<file path="src/hw/rtl/susp_pkg.sv">
package susp_pkg;

    // Entry signatures, first character in the upper byte.
    localparam logic [15:0] SIG_SP = 16'h5350;
    localparam logic [15:0] SIG_CE = 16'h4345;
    localparam logic [15:0] SIG_ER = 16'h4552;
    localparam logic [15:0] SIG_NM = 16'h4E4D;
    localparam logic [15:0] SIG_CL = 16'h434C;
    localparam logic [15:0] SIG_PL = 16'h504C;
    localparam logic [15:0] SIG_RE = 16'h5245;

    // SP magic as it sits in the low half of the field shifter (BE then EF).
    localparam logic [15:0] SP_MAGIC = 16'hEFBE;

    // NM flags that mark the current, parent and network names.
    localparam logic [7:0] NM_SKIP_FLAGS = 8'h26;

    // Area status codes.
    localparam logic [1:0] AREA_OPEN  = 2'd0;
    localparam logic [1:0] AREA_OK    = 2'd1;
    localparam logic [1:0] AREA_ERROR = 2'd2;

    // Identifier match bits: the nine-character name, then the two ten-character names.
    localparam int ID_MATCH_A = 0;
    localparam int ID_MATCH_B = 1;
    localparam int ID_MATCH_C = 2;

    // Result word layout.
    localparam int OUT_TDATA_W = 184;
    localparam int OUT_TUSER_W = 2;

    typedef struct packed {
        logic [OUT_TUSER_W-1:0] user;
        logic [OUT_TDATA_W-1:0] data;
    } result_t;

    // Characters of the nine-character standard identifier.
    function automatic logic [7:0] id_a_char(input logic [3:0] k);
        logic [7:0] c;
        case (k)
            4'd0, 4'd1, 4'd2, 4'd3: c = 8'h49;
            default: c = 8'h00;
        endcase
        case (k)
            4'd1, 4'd2, 4'd3: c = 8'h45;
            4'd4: c = 8'h5F;
            4'd5: c = 8'h31;
            4'd6: c = 8'h32;
            4'd7: c = 8'h38;
            4'd8: c = 8'h32;
            default: ;
        endcase
        return c;
    endfunction

    // Characters of the ten-character proposed standard identifier.
    function automatic logic [7:0] id_b_char(input logic [3:0] k);
        logic [7:0] c;
        case (k)
            4'd0: c = 8'h49;
            4'd1, 4'd2, 4'd3: c = 8'h45;
            4'd4: c = 8'h5F;
            4'd5: c = 8'h50;
            4'd6: c = 8'h31;
            4'd7: c = 8'h32;
            4'd8: c = 8'h38;
            4'd9: c = 8'h32;
            default: c = 8'h00;
        endcase
        return c;
    endfunction

    // Characters of the ten-character interchange protocol identifier.
    function automatic logic [7:0] id_c_char(input logic [3:0] k);
        logic [7:0] c;
        case (k)
            4'd0, 4'd1: c = 8'h52;
            4'd2: c = 8'h49;
            4'd3: c = 8'h50;
            4'd4: c = 8'h5F;
            4'd5: c = 8'h31;
            4'd6, 4'd7: c = 8'h39;
            4'd8: c = 8'h31;
            4'd9: c = 8'h41;
            default: c = 8'h00;
        endcase
        return c;
    endfunction

endpackage

</file>
<file path="src/hw/rtl/susp_entry_parser.sv">
// Channel  Dir  tdata (low bit up)                          tlast        tuser
// s_       in   data_byte[7:0]                              last_byte    clear_context
// m_       out  name_byte, area_status, context_flags,     -            name_valid,
//               skip_length, cont_block, cont_offset,                    name_restart
//               cont_length, child_location, parent_location
//
// One byte is taken per cycle while s_tready is high; results are registered for output.
// The parse step is a single pass of compare and capture logic into the state registers.
// A two-word output buffer takes one more word while m_tready is low; s_tready drops once
// a word waits in the skid slot and rises as the output register takes that word over.
// Reset is synchronous on aresetn low and clears all parse and context state.
// Bytes that give no result (inside an entry, not last, not a name byte) emit no word.
module susp_entry_parser
    import susp_pkg::*;
(
    input  logic                   aclk,
    input  logic                   aresetn,
    input  logic                   s_tvalid,
    output logic                   s_tready,
    input  logic [7:0]             s_tdata,   // data_byte[7:0]
    input  logic                   s_tlast,
    input  logic                   s_tuser,   // clear_context
    output logic                   m_tvalid,
    input  logic                   m_tready,
    // name_byte[7:0], area_status[9:8], context_flags[13:10], skip_length[21:14],
    // cont_block[53:22], cont_offset[85:54], cont_length[117:86],
    // child_location[149:118], parent_location[181:150], zero pad[183:182]
    output logic [OUT_TDATA_W-1:0] m_tdata,
    output logic [OUT_TUSER_W-1:0] m_tuser    // name_valid[0], name_restart[1]
);

    // Parse state.
    logic [7:0]  entry_position_reg, entry_position_next;
    logic [7:0]  entry_length_reg, entry_length_next;
    logic [15:0] entry_signature_reg, entry_signature_next;
    logic [7:0]  entry_version_reg, entry_version_next;
    logic [31:0] field_shifter_reg, field_shifter_next;
    logic [31:0] hold_offset_reg, hold_offset_next;
    logic [31:0] hold_length_reg, hold_length_next;
    logic [7:0]  ident_length_reg, ident_length_next;
    logic [2:0]  ident_matches_reg, ident_matches_next;
    logic        name_suppressed_reg, name_suppressed_next;
    logic        parse_stopped_reg, parse_stopped_next;
    logic        error_seen_reg, error_seen_next;

    // Context kept across areas.
    logic        sp_seen_reg, sp_seen_next;
    logic        rock_ridge_seen_reg, rock_ridge_seen_next;
    logic        relocated_seen_reg, relocated_seen_next;
    logic [7:0]  skip_count_reg, skip_count_next;
    logic [31:0] ce_block_reg, ce_block_next;
    logic [31:0] ce_offset_reg, ce_offset_next;
    logic [31:0] ce_length_reg, ce_length_next;
    logic [31:0] child_reg, child_next;
    logic [31:0] parent_reg, parent_next;
    logic        name_present_reg, name_present_next;
    logic        name_continue_reg, name_continue_next;

    // Output buffer.
    logic        out_valid_reg, skid_valid_reg;
    result_t     out_data_reg, skid_data_reg;

    logic        s_accept;
    logic        has_result;
    result_t     result;
    logic        out_free;

    // Step temporaries.
    logic [7:0]  pos;
    logic [7:0]  kidx;
    logic [4:0]  lane_shift;
    logic [31:0] lane_word;
    logic        nv, nr, done, err_eff;
    logic [1:0]  status;

    assign s_tready = !skid_valid_reg;
    assign s_accept = s_tvalid && s_tready;

    // One parse step for the byte at the input.
    always_comb begin
        entry_position_next  = entry_position_reg;
        entry_length_next    = entry_length_reg;
        entry_signature_next = entry_signature_reg;
        entry_version_next   = entry_version_reg;
        field_shifter_next   = field_shifter_reg;
        hold_offset_next     = hold_offset_reg;
        hold_length_next     = hold_length_reg;
        ident_length_next    = ident_length_reg;
        ident_matches_next   = ident_matches_reg;
        name_suppressed_next = name_suppressed_reg;
        parse_stopped_next   = parse_stopped_reg;
        error_seen_next      = error_seen_reg;
        sp_seen_next         = sp_seen_reg;
        rock_ridge_seen_next = rock_ridge_seen_reg;
        relocated_seen_next  = relocated_seen_reg;
        skip_count_next      = skip_count_reg;
        ce_block_next        = ce_block_reg;
        ce_offset_next       = ce_offset_reg;
        ce_length_next       = ce_length_reg;
        child_next           = child_reg;
        parent_next          = parent_reg;
        name_present_next    = name_present_reg;
        name_continue_next   = name_continue_reg;

        // A new directory record starts from the reset state.
        if (s_tuser) begin
            entry_position_next  = '0;
            entry_length_next    = '0;
            entry_signature_next = '0;
            entry_version_next   = '0;
            field_shifter_next   = '0;
            hold_offset_next     = '0;
            hold_length_next     = '0;
            ident_length_next    = '0;
            ident_matches_next   = '1;
            name_suppressed_next = 1'b0;
            parse_stopped_next   = 1'b0;
            error_seen_next      = 1'b0;
            sp_seen_next         = 1'b0;
            rock_ridge_seen_next = 1'b0;
            relocated_seen_next  = 1'b0;
            skip_count_next      = '0;
            ce_block_next        = '0;
            ce_offset_next       = '0;
            ce_length_next       = '0;
            child_next           = '0;
            parent_next          = '0;
            name_present_next    = 1'b0;
            name_continue_next   = 1'b0;
        end

        pos        = entry_position_next;
        kidx       = pos - 8'd8;
        lane_shift = {pos[1:0], 3'b000};
        lane_word  = {24'd0, s_tdata} << lane_shift;
        nv         = 1'b0;
        nr         = 1'b0;
        done       = 1'b0;

        if (!parse_stopped_next) begin
            if (pos == 8'd0) begin
                entry_signature_next = {s_tdata, 8'h00};
                name_suppressed_next = 1'b0;
            end else if (pos == 8'd1) begin
                entry_signature_next = {entry_signature_next[15:8], s_tdata};
            end else if (pos == 8'd2) begin
                entry_length_next = s_tdata;
                if (s_tdata == 8'd0) begin
                    parse_stopped_next = 1'b1;
                end else if (s_tdata < 8'd4) begin
                    error_seen_next    = 1'b1;
                    parse_stopped_next = 1'b1;
                    name_present_next  = 1'b0;
                    name_continue_next = 1'b0;
                end
            end else begin
                // Field capture by byte position.
                if (pos == 8'd3) begin
                    entry_version_next = s_tdata;
                    field_shifter_next = '0;
                    hold_offset_next   = '0;
                    hold_length_next   = '0;
                    ident_length_next  = '0;
                    ident_matches_next = '1;
                end else if (pos <= 8'd7) begin
                    field_shifter_next = field_shifter_next | lane_word;
                    if (pos == 8'd4) begin
                        ident_length_next = s_tdata;
                        if (entry_signature_next == SIG_NM &&
                            (s_tdata & NM_SKIP_FLAGS) != 8'd0) begin
                            name_suppressed_next = 1'b1;
                        end
                    end
                end else if (pos >= 8'd12 && pos <= 8'd15) begin
                    hold_offset_next = hold_offset_next | lane_word;
                end else if (pos >= 8'd20 && pos <= 8'd23) begin
                    hold_length_next = hold_length_next | lane_word;
                end

                // ER identifier compare against the three known names.
                if (pos >= 8'd8) begin
                    if (kidx < 8'd9 && s_tdata != id_a_char(kidx[3:0])) begin
                        ident_matches_next[ID_MATCH_A] = 1'b0;
                    end
                    if (kidx < 8'd10 && s_tdata != id_b_char(kidx[3:0])) begin
                        ident_matches_next[ID_MATCH_B] = 1'b0;
                    end
                    if (kidx < 8'd10 && s_tdata != id_c_char(kidx[3:0])) begin
                        ident_matches_next[ID_MATCH_C] = 1'b0;
                    end
                end

                // Name bytes stream out as they arrive.
                if (entry_signature_next == SIG_NM && pos >= 8'd5 && !name_suppressed_next) begin
                    nv = 1'b1;
                    nr = (pos == 8'd5) && !(name_present_next && name_continue_next);
                end

                // The entry takes effect on its final byte.
                if ({1'b0, pos} + 9'd1 == {1'b0, entry_length_next}) begin
                    done = 1'b1;
                    case (entry_signature_next)
                        SIG_SP: begin
                            if (field_shifter_next[15:0] == SP_MAGIC) begin
                                skip_count_next = field_shifter_next[23:16];
                                sp_seen_next    = 1'b1;
                            end else begin
                                error_seen_next    = 1'b1;
                                parse_stopped_next = 1'b1;
                                name_present_next  = 1'b0;
                                name_continue_next = 1'b0;
                            end
                        end
                        SIG_CE: begin
                            ce_block_next  = field_shifter_next;
                            ce_offset_next = hold_offset_next;
                            ce_length_next = hold_length_next;
                        end
                        SIG_ER: begin
                            if (entry_version_next != 8'd1) begin
                                error_seen_next    = 1'b1;
                                parse_stopped_next = 1'b1;
                                name_present_next  = 1'b0;
                                name_continue_next = 1'b0;
                            end else if ((ident_length_next == 8'd9 &&
                                          ident_matches_next[ID_MATCH_A] &&
                                          entry_length_next >= 8'd17) ||
                                         (ident_length_next == 8'd10 &&
                                          (ident_matches_next[ID_MATCH_B] ||
                                           ident_matches_next[ID_MATCH_C]) &&
                                          entry_length_next >= 8'd18)) begin
                                rock_ridge_seen_next = 1'b1;
                            end
                        end
                        SIG_NM: begin
                            if (entry_length_next > 8'd5 && !name_suppressed_next) begin
                                name_present_next  = 1'b1;
                                name_continue_next = field_shifter_next[0];
                            end
                        end
                        SIG_CL: begin
                            child_next = field_shifter_next;
                        end
                        SIG_PL: begin
                            if (parent_next != 32'd0) begin
                                error_seen_next    = 1'b1;
                                parse_stopped_next = 1'b1;
                                name_present_next  = 1'b0;
                                name_continue_next = 1'b0;
                            end else begin
                                parent_next = field_shifter_next;
                            end
                        end
                        SIG_RE: begin
                            if (entry_length_next == 8'd4 && entry_version_next == 8'd1) begin
                                relocated_seen_next = 1'b1;
                            end else begin
                                error_seen_next    = 1'b1;
                                parse_stopped_next = 1'b1;
                                name_present_next  = 1'b0;
                                name_continue_next = 1'b0;
                            end
                        end
                        default: ;
                    endcase
                end
            end

            if (done) begin
                entry_position_next = '0;
            end else if (!parse_stopped_next) begin
                entry_position_next = pos + 8'd1;
            end

            // The area ended inside an entry.
            if (s_tlast && !parse_stopped_next && !done && pos != 8'd0) begin
                error_seen_next    = 1'b1;
                parse_stopped_next = 1'b1;
                name_present_next  = 1'b0;
                name_continue_next = 1'b0;
            end
        end

        err_eff  = error_seen_next;
        if (!s_tlast) begin
            status = AREA_OPEN;
        end else if (err_eff) begin
            status = AREA_ERROR;
        end else begin
            status = AREA_OK;
        end

        // Position, stop and error state clear at the end of the area; context stays.
        if (s_tlast) begin
            entry_position_next = '0;
            parse_stopped_next  = 1'b0;
            error_seen_next     = 1'b0;
        end

        has_result  = nv || s_tlast;
        result.user = {nr, nv};
        result.data = {2'b00, parent_next, child_next, ce_length_next, ce_offset_next,
                       ce_block_next, skip_count_next,
                       name_continue_next, relocated_seen_next, rock_ridge_seen_next,
                       sp_seen_next, status, (nv ? s_tdata : 8'h00)};
    end

    // State update on each accepted byte.
    always_ff @(posedge aclk) begin
        if (!aresetn) begin
            entry_position_reg  <= '0;
            entry_length_reg    <= '0;
            entry_signature_reg <= '0;
            entry_version_reg   <= '0;
            field_shifter_reg   <= '0;
            hold_offset_reg     <= '0;
            hold_length_reg     <= '0;
            ident_length_reg    <= '0;
            ident_matches_reg   <= '1;
            name_suppressed_reg <= 1'b0;
            parse_stopped_reg   <= 1'b0;
            error_seen_reg      <= 1'b0;
            sp_seen_reg         <= 1'b0;
            rock_ridge_seen_reg <= 1'b0;
            relocated_seen_reg  <= 1'b0;
            skip_count_reg      <= '0;
            ce_block_reg        <= '0;
            ce_offset_reg       <= '0;
            ce_length_reg       <= '0;
            child_reg           <= '0;
            parent_reg          <= '0;
            name_present_reg    <= 1'b0;
            name_continue_reg   <= 1'b0;
        end else if (s_accept) begin
            entry_position_reg  <= entry_position_next;
            entry_length_reg    <= entry_length_next;
            entry_signature_reg <= entry_signature_next;
            entry_version_reg   <= entry_version_next;
            field_shifter_reg   <= field_shifter_next;
            hold_offset_reg     <= hold_offset_next;
            hold_length_reg     <= hold_length_next;
            ident_length_reg    <= ident_length_next;
            ident_matches_reg   <= ident_matches_next;
            name_suppressed_reg <= name_suppressed_next;
            parse_stopped_reg   <= parse_stopped_next;
            error_seen_reg      <= error_seen_next;
            sp_seen_reg         <= sp_seen_next;
            rock_ridge_seen_reg <= rock_ridge_seen_next;
            relocated_seen_reg  <= relocated_seen_next;
            skip_count_reg      <= skip_count_next;
            ce_block_reg        <= ce_block_next;
            ce_offset_reg       <= ce_offset_next;
            ce_length_reg       <= ce_length_next;
            child_reg           <= child_next;
            parent_reg          <= parent_next;
            name_present_reg    <= name_present_next;
            name_continue_reg   <= name_continue_next;
        end
    end

    // Output register with a skid word behind it.
    assign out_free = !out_valid_reg || m_tready;

    always_ff @(posedge aclk) begin
        if (!aresetn) begin
            out_valid_reg  <= 1'b0;
            skid_valid_reg <= 1'b0;
        end else if (out_free) begin
            if (skid_valid_reg) begin
                out_valid_reg  <= 1'b1;
                skid_valid_reg <= s_accept && has_result;
            end else begin
                out_valid_reg  <= s_accept && has_result;
            end
        end else if (s_accept && has_result) begin
            skid_valid_reg <= 1'b1;
        end
    end

    always_ff @(posedge aclk) begin
        if (out_free) begin
            if (skid_valid_reg) begin
                out_data_reg  <= skid_data_reg;
                skid_data_reg <= result;
            end else begin
                out_data_reg  <= result;
            end
        end else if (s_accept && has_result) begin
            skid_data_reg <= result;
        end
    end

    assign m_tvalid = out_valid_reg;
    assign m_tdata  = out_data_reg.data;
    assign m_tuser  = out_data_reg.user;

    // The skid word is only ever filled behind a full output register.
    a_skid_behind_out: assert property (@(posedge aclk) disable iff (!aresetn)
        skid_valid_reg |-> out_valid_reg)
        else $error("skid word held with empty output register");

    // An error always stops parsing until the area ends.
    a_error_stops: assert property (@(posedge aclk) disable iff (!aresetn)
        error_seen_reg |-> parse_stopped_reg)
        else $error("error seen while parsing continues");

    // Within an entry body the position stays below the entry length.
    a_pos_in_entry: assert property (@(posedge aclk) disable iff (!aresetn)
        (entry_position_reg >= 8'd3) |-> (entry_position_reg < entry_length_reg))
        else $error("entry position ran past entry length");

    // The last byte of an area leaves a clean parse state.
    a_area_end_clears: assert property (@(posedge aclk) disable iff (!aresetn)
        (s_accept && s_tlast) |=>
            (!parse_stopped_reg && !error_seen_reg && entry_position_reg == 8'd0))
        else $error("parse state not cleared after last byte");

endmodule
</file>
<file path="config.mk">
export PLATFORM = sky130hd
export DESIGN_NAME = susp_entry_parser
export DESIGN_NICKNAME = d
export VERILOG_FILES = /design/src/hw/rtl/susp_pkg.sv /design/src/hw/rtl/susp_entry_parser.sv
export SDC_FILE = /design/constraint.sdc
export NUM_CORES = 1
export LEC_CHECK = 0
export ABC_CLOCK_PERIOD_IN_PS = 25100
export BUFFER_PORTS_ARGS = -buffer_cell sky130_fd_sc_hd__buf_2
export CAP_MARGIN = 30
export CELL_PAD_IN_SITES_DETAIL_PLACEMENT = 1
export CELL_PAD_IN_SITES_GLOBAL_PLACEMENT = 1
export CORE_UTILIZATION = 45
export DETAILED_ROUTE_END_ITERATION = 12
export MAX_ROUTING_LAYER = met4
export PLACE_DENSITY = 0.79
export SETUP_SLACK_MARGIN = 0.02
export SYNTH_ARGS = -nofsm -noshare
export SYNTH_HDL_FRONTEND = slang
export SYNTH_SLANG_ARGS = --single-unit
</file>
<file path="constraint.sdc">
create_clock -name aclk -period 25.1 [get_ports aclk]
set_input_delay 1.255 -clock aclk [delete_from_list [all_inputs] [get_ports aclk]]
set_output_delay 1.255 -clock aclk [all_outputs]
set_load 0.05 [all_outputs]
</file>
## Word-level counts from Yosys, hierarchy flattened

Memory sizes are Yosys's and may differ from the RTL's.
Index checks and enable logic that the tools add are counted.

| storage, ports and cells | value |
|---|---|
| memories kept | 2 |
| bits in registers | 697 |
| memory bits (read-only) | 224 |

Memory list:

| memory | depth | bits a word | rd ports | clocked after memory_dff | wr ports | RTL line | source |
|---|---|---|---|---|---|---|---|
| (name not given) | 16 | 7 | 1 | 0 | 0 | susp_pkg.sv:59 | `case (k)` |
| (name not given) | 16 | 7 | 1 | 0 | 0 | susp_pkg.sv:76 | `case (k)` |

| operators by class | value |
|---|---|
| mux-type cells | 264 |
| shifts and indexed selects | 1 |
| eq/ne operators | 31 |
| bitwise operators | 3 |
| order comparisons | 13 |
| reductions and logical operators | 42 |
| $add $sub $neg | 3 |

Operators with widths:

| operator | count |
|---|---|
| 32-bit 2-to-1 mux | 64 |
| 186-bit 2-to-1 mux | 4 |
| 8-bit 2-to-1 mux | 57 |
| 1-bit 2-to-1 mux | 117 |
| 16-bit by 15-bit equality test with 1-bit output (second input constant) | 7 |
| 32-bit OR | 3 |
| 16-bit 2-to-1 mux | 3 |
| 8-bit one-hot mux with 5 select lines | 1 |
| 3-bit 2-to-1 mux | 11 |
| 32-bit nonzero test | 1 |
| 8-bit by 5-bit << shifter with 32-bit output | 1 |
| 8-bit by 3-bit equality test with 1-bit output (second input constant) | 3 |
| 8-bit by 5-bit >= comparator with 1-bit output (second input constant) | 3 |
| 8-bit inequality test | 3 |
| 1-bit logical AND | 21 |
| 16-bit equality test (second input constant) | 1 |
| 4-bit by 3-bit equality test with 1-bit output (second input constant) | 4 |
| 8-bit by 1-bit equality test with 1-bit output (second input constant) | 2 |
| 8-bit by 2-bit equality test with 1-bit output (second input constant) | 2 |
| 8-bit by 4-bit equality test with 1-bit output (second input constant) | 2 |
| 8-bit by 4-bit >= comparator with 1-bit output (second input constant) | 2 |
| 8-bit logical NOT | 2 |
| 8-bit by 4-bit less-than comparator with 1-bit output (second input constant) | 2 |
| 8-bit nonzero test | 2 |
| other kinds (27) | 39 |

## Logic depth before layout (Yosys ltp)

| logic depth | value |
|---|---|
| depth after elaboration | 33 |
| mapped depth | 15 |
| depth with buffers taken out | 11 |

## Least setup slack after synthesis

OpenSTA, ideal clock, no wires.

| timing | value |
|---|---|
| path type | input-to-reg |
| start point | input s_tuser |
| end point | register skid_data_reg[0] (netlist bit) (enable) |
| setup slack | 8.235 ns |
| path buffers | 3 |
| required time | 24.118 ns |
| stages | 10 |
| data arrival time | 15.883 ns |
| path through | buf_4 buf_2 or3b_2 nor4_1 nand2_1 and3b_1 clkbuf_1 o21a_1 nand2_1 o21ai_0 |

| between the ends | value |
|---|---|
| longest elaborated chain between the ends | 22 |
| elaborated cells on any way between the ends | 33 |
| those cells by class | order compare (2); eq/ne (5); mux (17); reduce/logical (9) |

RTL lines:

| what | RTL line | source |
|---|---|---|
| start: declaration | susp_entry_parser.sv:22 | `input logic s_tuser,` |
| 16-bit 2-to-1 mux | susp_entry_parser.sv:106 | `if (s_tuser) begin` |
| 16-bit by 15-bit equality test with 1-bit output | susp_entry_parser.sv:169, susp_entry_parser.sv:194 |  |
| 1-bit logical AND | susp_entry_parser.sv:169 | `if (entry_signature_next == SIG_NM &&` |
| 1-bit 2-to-1 mux | susp_entry_parser.sv:169 |  |
| 1-bit 2-to-1 mux | susp_entry_parser.sv:167 | `if (pos == 8'd4) begin` |
| 1-bit 2-to-1 mux | susp_entry_parser.sv:165 | `end else if (pos <= 8'd7) begin` |
| 1-bit 2-to-1 mux | susp_entry_parser.sv:158 | `if (pos == 8'd3) begin` |
| 1-bit 2-to-1 mux | susp_entry_parser.sv:146 | `end else if (pos == 8'd2) begin` |
| [... 7 more ...] | -- |  |
| 1-bit 2-to-1 mux | susp_entry_parser.sv:144 | `end else if (pos == 8'd1) begin` |
| 1-bit 2-to-1 mux | susp_entry_parser.sv:141 | `if (pos == 8'd0) begin` |
| 1-bit 2-to-1 mux * | susp_entry_parser.sv:140 | `if (!parse_stopped_next) begin` |
| via nv | susp_entry_parser.sv:73 | `logic nv, nr, done, err_eff;` |
| 1-bit logical OR * | susp_entry_parser.sv:300 | `has_result = nv \|\| s_tlast;` |
| 1-bit logical AND * | susp_entry_parser.sv:388 | `end else if (s_accept && has_result) begin` |
| 2-bit nonzero test (no line) * | -- |  |
| 2-bit AND reduction (no line) * | -- |  |
| end signal: assignment | susp_entry_parser.sv:384 | `skid_data_reg <= result;` |
| end signal: assignment | susp_entry_parser.sv:389 | `skid_data_reg <= result;` |
| end: declaration | susp_entry_parser.sv:61 | `result_t out_data_reg, skid_data_reg;` |

Mark *: on every way through the listed nets, which the timed path passes. The rest lies on a longest branch. The select of a mux whose other input is x is not followed.
A chain may end at the register's enable or synchronous reset.

## Final worst setup path

| timing | value |
|---|---|
| start point | input s_tuser |
| end point | register out_data_reg, in the netlist m_tdata[84], data pin |

| between the ends | value |
|---|---|
| longest elaborated chain between the ends | 13 |
| elaborated cells on any way between the ends | 29 |
| those cells by class | add/sub (1); order compare (3); eq/ne (5); shift (1); mux (16); bitwise (1); reduce/logical (2) |

RTL lines:

| what | RTL line | source |
|---|---|---|
| 8-bit 2-to-1 mux | susp_entry_parser.sv:106 |  |
| 8-bit by 4-bit >= comparator with 1-bit output, or another cell as far along | susp_entry_parser.sv:174 | `end else if (pos >= 8'd12 && pos <= 8'd15) begin` |
| 1-bit logical AND or 32-bit OR (tied branches) | susp_entry_parser.sv:174, susp_entry_parser.sv:175 |  |
| 32-bit 2-to-1 mux | susp_entry_parser.sv:174 |  |
| 32-bit 2-to-1 mux | susp_entry_parser.sv:165 |  |
| 32-bit 2-to-1 mux | susp_entry_parser.sv:158 |  |
| 32-bit 2-to-1 mux | susp_entry_parser.sv:202 | `case (entry_signature_next)` |
| 32-bit 2-to-1 mux | susp_entry_parser.sv:200 | `if ({1'b0, pos} + 9'd1 == {1'b0, entry_length_next}) begin` |
| 32-bit 2-to-1 mux | susp_entry_parser.sv:146 |  |
| 32-bit 2-to-1 mux | susp_entry_parser.sv:144 |  |
| 32-bit 2-to-1 mux | susp_entry_parser.sv:141 |  |
| 32-bit 2-to-1 mux * | susp_entry_parser.sv:140 |  |
| via ce_offset_next[30] | susp_entry_parser.sv:52 | `logic [31:0] ce_offset_reg, ce_offset_next;` |
| 186-bit 2-to-1 mux * | susp_entry_parser.sv:382 | `if (skid_valid_reg) begin` |
| end signal: assignment | susp_entry_parser.sv:383 | `out_data_reg <= skid_data_reg;` |
| end signal: assignment | susp_entry_parser.sv:386 | `out_data_reg <= result;` |
| end: declaration | susp_entry_parser.sv:61 |  |

Mark *: on every way through the listed nets, which the timed path passes. The rest lies on a longest branch.

==> flow_summary.ini <==
[clock_network]
cts-hold-fix-buffers = 0
cts_inserted_buffers = 77
clk_pin_slew_ns = 0.06
cts_tree = done
worstSkewPairLatency_ns = 0.65
cts.path.max_buffers = 3
cts_setup_buffers = 0
cts_resized = 0
root_buffer = clkbuf_16
htree_levels = 3
cts.sinks = 693

[logic_synthesis]
synthArstFlopShare_pct = 0
synth-edff-count = 368
syn-cell-area_um2 = 30900
synthCells = 2824
yosys.area.top_type = edfxtp_1
yosys_warnings = 0
ys_seq_area_share_pct = 56.82
synth_flop_cell = edfxtp_1
avgSynthCellArea_um2 = 10.94
post-synth-top-count-cell = edfxtp_1
yosysUniqueCellTypes = 89
ys_top_cells_by_area = edfxtp_1 (36%), dfxtp_1 (21%), mux2_2 (7.8%)
synth_common_cells = edfxtp_1 (368), dfxtp_1 (325), nor2_1 (269)
ys_seq_elements = 693
yosysTopAreaCellShare_pct = 35.76

[finish]
final_net_count = 2942
drive_gt1_share_pct = 20.96
synthToLayoutAreaGrowth_pct = 13.74
final_cell_area_um2 = 35150
largest_register_ffs = 184

[setup_path]
rr_worst_depth = 10
rrSetupSlack_ns = 19.68
crit_type = input pin to flop
endpoint = m_tdata[84]
startpoint = s_tuser
reg2reg_to = m_tdata[84]
arrival_ns = 6.60
end_kind = flop
cp_max_fo = 62
startpoint_type = input pin
r2r-start = entry_position_reg[2]
crit_required_ns = 25.49

[worst_hold_path]
hp-class = flop to flop

[timing]
fin_tns_setup_ns = 0
rsz0062_at_grt = no
tightest_slew_ns = 1.308
fin_crit_ns = 6.213
skew_ns = 0.03441
setup_viol = 0
timing.fmax_mhz = 160.9
slew_violations = 0
fin_crit_sh_pct = 24.75
maxSlewHeadroom_pct = 12.79
hold_violations = 0

[outcome]
status = complete, no violations

[route]
wl_met1_um = 40720
wire_per_inst_um = 24.72
vias_per_cell = 6.071
wl_um = 95590
met3WireLength_um = 4967
drcViolationCount = 0
wl_met2_um = 45690
ant_nets = 0
firstDrtPassIters = 5
vias = 23480
topRoutingLayerUsed = met4
drtIter0Drc = 1850

[power_and_ir_drop]
ir_drop_v = 0.00004976
pwr_density_cell_nw_per_um2 = 73.41
p_total_mw = 2.580
total_leakage_power_nw = 13.01

[grt]
grt_pass1_vias = 24670
globalRouteOverflowTotal = 0
antenna_found_initial = 4
grt_start_max_net_pins = 131
grt_pass1_wl_um = 147000
grt_usage_pct = 28.02

[floorplanning]
die_y_um = 264.0
std_cell_rows = 95
initial_utilization_pct = 45.77
die_area_um2 = 69710
fp.coreArea_um2 = 67510
fp.dieW_um = 264.0
io_pins = 202

[place]
port-buffer-count = 199
hpwl_um = 58720
dpl_cell_area_um2 = 32520
gp_congestion = 0.9140

[job]
drv_cap = 0
[placed cells by master, fill, tap and decap left out, drive strengths merged, types with 15 or more instances in the layout]
cell type  synthesis  layout
a21oi             64      64
clkbuf           172     111
a22oi             99      99
nand3             52      52
clkinv             0      27
o22ai             39      39
nand4             15      15
xnor2             15      15
buf               58     252
nor3              22      22
and2              77      77
nor2b            135     135
mux2             213     213
dfxtp            325     325
nand2            231     231
mux2i             80      80
a22o              18      18
o2bb2ai           87      87
nor2             270     270
nor4              33      33
o21ai            233     233
edfxtp           368     368
inv               31      33
[where the power goes]
| part | internal (mW) | leakage, nW | switching [mW] |
|---|---|---|---|
| clock network | 0.661 | 1.26 | 0.480 |
| registers | 1.22 | 6.46 | 0.0151 |
| logic | 0.0460 | 5.29 | 0.155 |
[per-layer routing]
| layer | track usage (%) | up-vias |
|---|---|---|
| li1 | - | 10500 |
| met1 | 34.60 | 12030 |
| met2 | 44.88 | 712 |
| met3 | 4.567 | 238 |
| met4 | 13.37 | 0 |
| met5 | - | - |
[through the flow]
step | instances | hold slack (ns) | utilization (%) | worst slack (ns)
floorplan | 2825 | 0.4320 | - | 8.235
global placement | 3715 | 0.4433 | 48.08 | 18.51
detailed placement | 3718 | 0.4476 | 48.17 | 18.33
CTS | 3862 | 0.4670 | 51.99 | 18.98
global route | 3867 | 0.4842 | 52.06 | 18.68
finish | 3867 | 0.4684 | 52.06 | 18.89
[area by class of cell]
class | count | area (um^2)
clock inverter | 33 | 371.6
antenna | 3 | 7.507
clock buffer | 111 | 2207
timing repair buffer | 252 | 1463
fill | 7130 | 32370
inverter | 31 | 136.4
tap | 873 | 1092
multi-input combinational | 1871 | 12310
sequential | 693 | 17560
[cells by family (layout without fill, tap and decap cells)]
| group | Yosys count | count (layout) | synth area share, % |
|---|---|---|---|
| XOR/XNOR | 22 | 22 | 0.6236 |
| adder cells (fa/ha/maj) | 3 | 3 | 0.1134 |
| multiplexers | 293 | 293 | 10.35 |
| flip-flops | 693 | 693 | 56.82 |
| AND/OR/NAND/NOR | 915 | 915 | 14.82 |
| buffers and inverters | 261 | 427 | 3.592 |
| other | 1 | 5 | 0.01214 |
| AO/OA/AOI/OAI | 636 | 636 | 13.66 |
[worst max-delay path, stage by stage]
cell     delay (ns)
buf_4          0.61
buf_4          0.80
nor2b_1        0.25
nand3_1        0.24
xnor2_1        0.13
or4_4          0.57
nor4_4         0.31
buf_4          0.66
buf_4          0.91
mux2_2         0.45
mux2_2         0.27
[worst min path at each step]
stage / start / to / slack, ns / cells after the start
finish: child_reg[6] / child_reg[6] / 0.47 / 1
global route: child_reg[2] / child_reg[2] / 0.48 / 1
global placement: child_reg[4] / child_reg[4] / 0.44 / 1
floorplan: child_reg[0] / child_reg[0] / 0.43 / 1
detailed placement: child_reg[3] / child_reg[3] / 0.45 / 1
CTS: child_reg[6] / child_reg[6] / 0.47 / 1
No activity file was read; power rests on OpenSTA's default activity.
